$ cat config.mk
export PLATFORM = sky130hd
export DESIGN_NAME = gcd_of_three
export DESIGN_NICKNAME = d
export VERILOG_FILES = /design/src/sv/gcd3_pkg.sv /design/src/sv/gcd3_datapath.sv /design/src/sv/gcd3_controller.sv /design/src/sv/gcd_of_three.sv
export SDC_FILE = /design/constraint.sdc
export NUM_CORES = 1
export LEC_CHECK = 0
export ABC_CLOCK_PERIOD_IN_PS = 9500
export BUFFER_PORTS_ARGS = -buffer_cell sky130_fd_sc_hd__buf_2
export CORE_MARGIN = 5
export CORE_UTILIZATION = 40
export DETAILED_ROUTE_END_ITERATION = 16
export GPL_TIMING_DRIVEN = 0
export HOLD_SLACK_MARGIN = 0.08
export PLACE_DENSITY_LB_ADDON = 0.2
export SLEW_MARGIN = 10
export SYNTH_ARGS = -nofsm -noshare
export SYNTH_HDL_FRONTEND = slang
export SYNTH_SLANG_ARGS = --single-unit
$ cat constraint.sdc
create_clock -name clk -period 9.5 [get_ports clk]
set_clock_uncertainty 0.1 [all_clocks]
set_input_delay 0.95 -clock clk [delete_from_list [all_inputs] [get_ports clk]]
set_output_delay 0.95 -clock clk [all_outputs]
set_load 0.05 [all_outputs]
$ cat src/sv/gcd3_pkg.sv
`timescale 1ns / 1ps
// ----------------------------------------------------------------------------
// gcd3_pkg: shared types and constants for gcd_of_three
// Default operand width and the command/status bundles between the
// controller and the datapath.
// ----------------------------------------------------------------------------
package gcd3_pkg;

    localparam int VALUE_BITS_DEFAULT = 31;

    typedef struct packed {
        logic load_in;    // capture a request: x = first, y = second, c = third
        logic load_c;     // x = gcd of pass one, y = c
        logic step;       // one binary gcd step
        logic store_out;  // write gcd to the output register
    } gcd3_cmd_t;

    typedef struct packed {
        logic done;       // x or y is zero: gcd of the pass is ready
    } gcd3_stat_t;

endpackage

$ cat src/sv/gcd3_datapath.sv
`timescale 1ns / 1ps
// ----------------------------------------------------------------------------
// gcd3_datapath: binary gcd datapath
// Operand registers, common power-of-two count, one subtract-and-shift
// unit and the output register.
// ----------------------------------------------------------------------------
module gcd3_datapath
    import gcd3_pkg::*;
#(
    parameter int VALUE_BITS = VALUE_BITS_DEFAULT
)
(
    input  logic                  clk,
    input  gcd3_cmd_t             cmd,
    input  logic [VALUE_BITS-1:0] first_value,
    input  logic [VALUE_BITS-1:0] second_value,
    input  logic [VALUE_BITS-1:0] third_value,
    output gcd3_stat_t            stat,
    output logic [VALUE_BITS-1:0] divisor
);

    localparam int SHIFT_BITS = $clog2(VALUE_BITS);

    logic [VALUE_BITS-1:0] x_reg, x_next;
    logic [VALUE_BITS-1:0] y_reg, y_next;
    logic [VALUE_BITS-1:0] c_reg, c_next;
    logic [SHIFT_BITS-1:0] k_reg, k_next;
    logic [VALUE_BITS-1:0] divisor_reg, divisor_next;
    logic [VALUE_BITS:0]   diff_xy;
    logic [VALUE_BITS:0]   diff_yx;
    logic [VALUE_BITS-1:0] gcd_val;

    assign diff_xy = {1'b0, x_reg} - {1'b0, y_reg};
    assign diff_yx = {1'b0, y_reg} - {1'b0, x_reg};
    // one operand is zero when done, so x | y is the other operand
    assign gcd_val = VALUE_BITS'((x_reg | y_reg) << k_reg);

    assign stat.done = (x_reg == '0) || (y_reg == '0);
    assign divisor   = divisor_reg;

    always_comb
    begin
        x_next       = x_reg;
        y_next       = y_reg;
        c_next       = c_reg;
        k_next       = k_reg;
        divisor_next = divisor_reg;
        if (cmd.load_in)
        begin
            x_next = first_value;
            y_next = second_value;
            c_next = third_value;
            k_next = '0;
        end
        else if (cmd.load_c)
        begin
            x_next = gcd_val;
            y_next = c_reg;
            k_next = '0;
        end
        else if (cmd.step)
        begin
            priority if (!x_reg[0] && !y_reg[0])
            begin
                x_next = x_reg >> 1;
                y_next = y_reg >> 1;
                k_next = k_reg + SHIFT_BITS'(1);
            end
            else if (!x_reg[0])
            begin
                x_next = x_reg >> 1;
            end
            else if (!y_reg[0])
            begin
                y_next = y_reg >> 1;
            end
            else if (!diff_xy[VALUE_BITS])
            begin
                x_next = {1'b0, diff_xy[VALUE_BITS-1:1]};
            end
            else
            begin
                y_next = {1'b0, diff_yx[VALUE_BITS-1:1]};
            end
        end
        if (cmd.store_out)
        begin
            divisor_next = gcd_val;
        end
    end

    always_ff @(posedge clk)
    begin
        x_reg       <= x_next;
        y_reg       <= y_next;
        c_reg       <= c_next;
        k_reg       <= k_next;
        divisor_reg <= divisor_next;
    end

endmodule

$ cat src/sv/gcd3_controller.sv
`timescale 1ns / 1ps
// ----------------------------------------------------------------------------
// gcd3_controller: sequencer for gcd_of_three
// Runs two gcd passes per request and owns the input and output handshake.
// ----------------------------------------------------------------------------
module gcd3_controller
    import gcd3_pkg::*;
(
    input  logic       clk,
    input  logic       rst_n,
    input  logic       s_tvalid,
    output logic       s_tready,
    output logic       m_tvalid,
    input  logic       m_tready,
    input  gcd3_stat_t stat,
    output gcd3_cmd_t  cmd
);

    localparam logic [1:0] ST_IDLE   = 2'd0;
    localparam logic [1:0] ST_FIRST  = 2'd1;
    localparam logic [1:0] ST_SECOND = 2'd2;

    logic [1:0] state_reg, state_next;
    logic       out_valid_reg, out_valid_next;

    assign s_tready = (state_reg == ST_IDLE);
    assign m_tvalid = out_valid_reg;

    always_comb
    begin
        state_next = state_reg;
        cmd        = '0;
        unique case (state_reg)
            ST_IDLE:
            begin
                if (s_tvalid)
                begin
                    cmd.load_in = 1'b1;
                    state_next  = ST_FIRST;
                end
            end
            ST_FIRST:
            begin
                if (stat.done)
                begin
                    cmd.load_c = 1'b1;
                    state_next = ST_SECOND;
                end
                else
                begin
                    cmd.step = 1'b1;
                end
            end
            ST_SECOND:
            begin
                if (stat.done)
                begin
                    if (!out_valid_reg || m_tready)
                    begin
                        cmd.store_out = 1'b1;
                        state_next    = ST_IDLE;
                    end
                end
                else
                begin
                    cmd.step = 1'b1;
                end
            end
            default:
            begin
                state_next = ST_IDLE;
            end
        endcase
    end

    always_comb
    begin
        out_valid_next = out_valid_reg;
        priority if (cmd.store_out)
        begin
            out_valid_next = 1'b1;
        end
        else if (m_tready)
        begin
            out_valid_next = 1'b0;
        end
    end

    always_ff @(posedge clk or negedge rst_n)
    begin
        if (!rst_n)
        begin
            state_reg     <= ST_IDLE;
            out_valid_reg <= 1'b0;
        end
        else
        begin
            state_reg     <= state_next;
            out_valid_reg <= out_valid_next;
        end
    end

`ifndef NO_ASSERTIONS
    a_one_cmd: assert property (@(posedge clk) disable iff (!rst_n)
        $onehot0({cmd.load_in, cmd.load_c, cmd.step, cmd.store_out}))
        else $error("more than one datapath command");
    a_no_step_done: assert property (@(posedge clk) disable iff (!rst_n)
        cmd.step |-> !stat.done)
        else $error("step issued on a finished pass");
    a_store_done: assert property (@(posedge clk) disable iff (!rst_n)
        cmd.store_out |-> stat.done && (state_reg == ST_SECOND))
        else $error("result stored before second pass finished");
    a_no_overwrite: assert property (@(posedge clk) disable iff (!rst_n)
        cmd.store_out |-> (!out_valid_reg || m_tready))
        else $error("pending result overwritten");
`endif

endmodule

$ cat src/sv/gcd_of_three.sv
`timescale 1ns / 1ps
// ----------------------------------------------------------------------------
// gcd_of_three: greatest common divisor of three operands
// Computes gcd(gcd(first, second), third) with an iterative binary gcd.
// ----------------------------------------------------------------------------
//  channel | dir | tdata fields, lowest bit first
//  s_*     | in  | first_value, second_value, third_value
//  m_*     | out | divisor
//
//  A request is worked through by the single subtract-and-shift unit:
//  the accept, then two gcd passes, each stepping until x or y is zero
//  and then finishing.
//  One request is in work at a time; the output register holds a result
//  while the next request is taken. A result still waiting at the output
//  holds the end of the second pass and keeps the input closed.
//  Reset clears the controller and output valid; no clearing pass.
// ----------------------------------------------------------------------------
module gcd_of_three
    import gcd3_pkg::*;
#(
    parameter int VALUE_BITS = VALUE_BITS_DEFAULT
)
(
    input  logic clk,
    input  logic rst_n,
    input  logic s_tvalid,
    output logic s_tready,
    // first_value, second_value, third_value, zero pad
    input  logic [((3*VALUE_BITS+7)/8)*8-1:0] s_tdata,
    output logic m_tvalid,
    input  logic m_tready,
    // divisor, zero pad
    output logic [((VALUE_BITS+7)/8)*8-1:0] m_tdata
);

    localparam int OUT_DATA_BITS = ((VALUE_BITS + 7) / 8) * 8;

    gcd3_cmd_t             cmd;
    gcd3_stat_t            stat;
    logic [VALUE_BITS-1:0] first_value;
    logic [VALUE_BITS-1:0] second_value;
    logic [VALUE_BITS-1:0] third_value;
    logic [VALUE_BITS-1:0] divisor;

    assign first_value  = s_tdata[VALUE_BITS-1:0];
    assign second_value = s_tdata[2*VALUE_BITS-1:VALUE_BITS];
    assign third_value  = s_tdata[3*VALUE_BITS-1:2*VALUE_BITS];
    assign m_tdata      = OUT_DATA_BITS'(divisor);

    gcd3_controller u_ctrl (
        .clk      (clk),
        .rst_n    (rst_n),
        .s_tvalid (s_tvalid),
        .s_tready (s_tready),
        .m_tvalid (m_tvalid),
        .m_tready (m_tready),
        .stat     (stat),
        .cmd      (cmd)
    );

    gcd3_datapath #(
        .VALUE_BITS (VALUE_BITS)
    ) u_dp (
        .clk          (clk),
        .cmd          (cmd),
        .first_value  (first_value),
        .second_value (second_value),
        .third_value  (third_value),
        .stat         (stat),
        .divisor      (divisor)
    );

endmodule
* After elaboration in Yosys (flattened, before gate mapping)
Index checks and enable logic that the tools add are counted.
Storage, ports and cells: flip-flop bits (word level) 132, bits in latches 0, memory bits (writable) 0, ROM bits 0, input bits 100, output and inout bits 34, logic and storage cells 72, memories 0
Operators by class: $add $sub $neg 3, $mul 0, divide/modulo/power cells 0, order comparisons 0, equal/unequal tests 9, shift operators 1, multiplexer cells 30, bitwise operators 1, reductions and logical operators 19
Operators by type and width (number):
- $mux 31 | 14
- $logic_not 31->1 | 2
- $sub 31x31->32 | 1
- $or 31x31->31 | 1
- $shl 31x5->31 | 1
- $sub 31x31->31 | 1
- $ne 5x5->1 const B | 3
- $mux 1 | 11
- $mux 2 | 4
- $ne 2x2->1 const B | 3
- $pmux 2 s3 | 1
- $reduce_and 3->1 | 2
- $add 5x1->5 const B | 1
- $reduce_and 2->1 | 2
- $reduce_and 4->1 | 1
- $reduce_bool 4->1 | 1
- $reduce_or 2->1 | 2
- $logic_not 1->1 | 3
- $reduce_bool 3->1 | 1
- $eq 2x1->1 const B | 1
- $eq 2x2->1 const B | 1
- $logic_not 2->1 | 1
- $logic_or 1x1->1 | 2
- $ne 2x1->1 const B | 1
- other kinds (2) | 2

* Longest topological paths before layout
word-level depth 8, depth in mapped cells 14, mapped depth without buffers 13

* Cells and area by module
A second synthesis with hierarchy kept.
Unflattened totals: cell total of the unflattened synthesis 1251, area, all modules 11160.7 um2
By module, submodules not included:
- gcd3_datapath | instances 1, cells each 1226, area an instance 10924.2 um2
- gcd3_controller | instances 1, cells each 23, area an instance 225.2 um2
- gcd_of_three | instances 1, cells each 2, area an instance 11.3 um2

* Worst setup path before layout
OpenSTA, ideal clock, no wires.
kind reg2reg, from reg u_dp.y_reg[3], to reg u_dp.x_reg[10] (enable), setup time 0.459 ns, arrival time 4.676 ns, required time 8.941 ns, slack 4.265 ns, stages on the path, launching flop included 15, path buffers 3, cell sequence edfxtp_1 inv_1 ha_1 buf_2 or3_4 nand2b_1 o221ai_1 a21oi_1 a31oi_1 o22ai_1 buf_2 buf_4 nor2_1 nor2_1 o21ai_0
On the way: word-level cells in the longest chain between the ends 6, elaborated cells on any way between the ends 11, classes of those cells add/sub: 1; eq/ne: 2; mux: 4; reduce/logical: 4
RTL lines:
- start: declaration | RTL line gcd3_datapath.sv:25 | logic [VALUE_BITS-1:0] y_reg, y_next;
- start signal: assignment | RTL line gcd3_datapath.sv:95 | y_reg <= y_next;
- parallel branches: the longest is 5 deep, another holds $sub 31x31->32
- $reduce_and 3->1 (no source line) *
- end signal: assignment | RTL line gcd3_datapath.sv:94 | x_reg <= x_next;
- end: declaration | RTL line gcd3_datapath.sv:24 | logic [VALUE_BITS-1:0] x_reg, x_next;
Mark *: on every way between the ends. A chain may end at the register's enable or synchronous reset.

* Worst setup path in the final report
from reg u_dp.y_reg[4], to reg u_dp.x_reg[8] (enable)
The elaborated chain is that of the path after synthesis.

==> reports/qor.yml <==
yosys:
  synth_xor_area_frac: 0.0461
  ys_ff_latch: 132
  synth_area_per_cell_sq_um: 8.60
  syn_area_sq_um: 11200
  synthAdderAreaFrac: 0.107
  synth_compound_area_frac: 0.225
  synth-edff-count: 124
  postSynthNetCount: 1499
  muxShareOfSynthArea: 0.0488
  synthFlopType: "edfxtp_1"
  async_flop_share: 0.0227
  yosysSeqAreaShare: 0.347
  yosysWarnings: 0
  syn_inst: 1304
  synth_top_family_by_area: "compound AO/OA/AOI/OAI gates"
  synthSimpleGateAreaFrac: 0.159
  ys_types: 75
global_route:
  grt_max_degree: 38
  grt_pass1_vias: 10600
  grt_pass1_wl_um: 65100
  track_usage: 0.276
  antenna_found_initial: 0
  overflow: 0
worst_setup_path:
  critPathBufInv: 4
  startpoint: "u_dp.y_reg[4]"
  crit_path_frequent_cell: "nor2_1"
  arrival_ns: 4.95
  cp_max_fo: 17
  startpoint_type: "flop"
  rr_startpoint: "u_dp.y_reg[4]"
  path_cells: "inv_1, ha_1, or3_4, nand2b_1, o221ai_1, a21oi_1, a31oi_1, o22ai_1, buf_2, buf_4, nor2_1, nor2_1, o21ai_4, buf_8"
  endpoint_kind: "flop"
  crit_family: "compound AO/OA/AOI/OAI gates"
  cp_slowest_cell: "edfxtp_1"
  required_ns: 9.54
  setup.worst_path.class: "flop to flop"
  slowest_delay_ns: 0.51
drt:
  avgViaCountPerCell: 5.79
  drtPass1Iterations: 5
  ant_nets: 0
  vias: 10700
  drt_iter0_drc: 791
  wirelength_um: 44000
  wl_per_cell_um: 23.8
  drc: 0
placement:
  place.gp.congestion: 0.993
  port_buffers: 129
  hpwlAfterDp_um: 35700
timing:
  worst_pin_slew_ns: 1.31
  layout_min_cycle_time_ns: 4.92
  max_freq_mhz: 203
  slew_headroom: 0.119
  slew_viol_final: 0
  hold_viol_final: 0
  setup_violations: 0
  timing.final.crit_share: 0.518
  rsz0062_at_grt: "no"
  setup_tns_ns: 0
die:
  die_x_um: 177
  io_pins: 134
  fp-row-count: 61
  start_util: 0.405
  core_sq_um: 27700
  die_h_um: 177
  dieArea_sq_um: 31500
clock_tree:
  htreeDepth: 4
  clk_latency_ns: 0.43
  post_cts_buffers: 0
  cts.repair.resized: 0
  clk_pin_slew_worst_paths_ns: 0.07
  clockRootBuffer: "clkbuf_16"
  postCtsHoldBufs: 0
  cts.sinks: 132
  cts_max_path_buffers: 2
  cts_tree: "done"
  numCtsBuffers: 17
flow_run:
  drv_cap: 0
layout:
  drive_above_1_share: 0.149
  fill_cells: 2778
  final_common_cell: "nor2_1"
  final_cell_mix: "162 x nor2_1, 140 x buf_2, 124 x edfxtp_1, 104 x inv_1, 102 x a21oi_1"
  layout.nets: 1650
  diodes: 0
  area_delta_synth_final_pct: 16.0
hold_path:
  min_path_type: "input port to asynchronous set/reset pin"
outcome:
  status: "completed"
[cells in the mapped netlist, types with 4 or more instances]
master	number	area (sq um)
a31oi_1	22	138
clkbuf_1	59	221
buf_2	11	55.1
nor2b_1	15	93.8
a221oi_1	37	324
o31ai_1	15	113
o21bai_1	13	97.6
nor3_1	39	195
xnor2_1	51	447
a311oi_1	7	61.3
and2_1	6	37.5
o32ai_1	4	35.0
ha_1	93	1160
nor2_1	162	608
clkinv_1	4	15.0
edfxtp_1	124	3720
mux2i_1	39	390
a221oi_2	4	60.1
o311a_1	4	40.0
nand3_1	12	60.1
mux2_2	12	135
or3_1	4	25.0
nor4_1	23	144
o21a_1	5	37.5
nand2b_1	9	56.3
dfxtp_1	5	100
nand2_1	92	345
xor2_1	8	70.1
buf_1	10	37.5
o21ai_1	7	35.0
a21oi_1	102	510
o22ai_1	33	206
o21ai_0	77	385
nand4_1	14	87.6
inv_1	104	390
a211oi_1	15	113
[final timing paths]
kind                       slack [ns]             endpoint  cells past startpoint
max in group asynchronous        8.98  u_ctrl.state_reg[0]                      1
min in group clk                 0.43      u_ctrl.m_tvalid                      2
hold / removal                   0.20  u_ctrl.state_reg[1]                      1
setup / recovery                 4.58        u_dp.x_reg[8]                     14
setup reg to reg                 4.58        u_dp.x_reg[8]                     14
hold reg to reg                  0.43      u_ctrl.m_tvalid                      2
[metrics by stage]
stage                     setup slack [ns]  std cells  hold slack [ns]   util  area [sq um]
after global routing                  4.53       1846            0.200  0.470         13000
after global placement                2.08       1811            0.408  0.445         12300
after detailed placement              4.61       1814            0.422  0.448         12400
after floorplan                       4.27       1304            0.452      -         11200
final                                 4.58       1846            0.205  0.470         13000
after CTS                             4.64       1846            0.198  0.470         13000
[area by class of cell]
cell class              count  area, sq um  share of cell area
clock buffers              19          443              0.0340
clock inverters            13          150              0.0115
flip-flops and latches    132         3900               0.300
inverters                 109          409              0.0314
plain buffers              83          338              0.0260
repair buffers            132          701              0.0539
multi-input cells         980         6600               0.507
well taps                 378          473              0.0363
[kinds of logic (layout without fill, tap and decap cells)]
group / count (synthesis) / count (layout)
simple gates: 392 / 392
compound gates: 381 / 381
buf+inv: 192 / 356
flops: 132 / 132
fa+ha+maj: 95 / 95
xor+xnor: 59 / 59
mux: 52 / 52
other cells: 1 / 1
[routing by layer]
layer / wire [um] / global-route usage / vias to the layer above
li1: - / - / 5057
met5: 0 / 0 / -
met4: 1740 / 0.111 / 0
met2: 19900 / 0.445 / 483
met3: 3100 / 0.0381 / 81
met1: 19300 / 0.374 / 5069
Power is not shown: default switching activity piles up to over one toggle a cycle in this logic, so the estimate is an artifact.
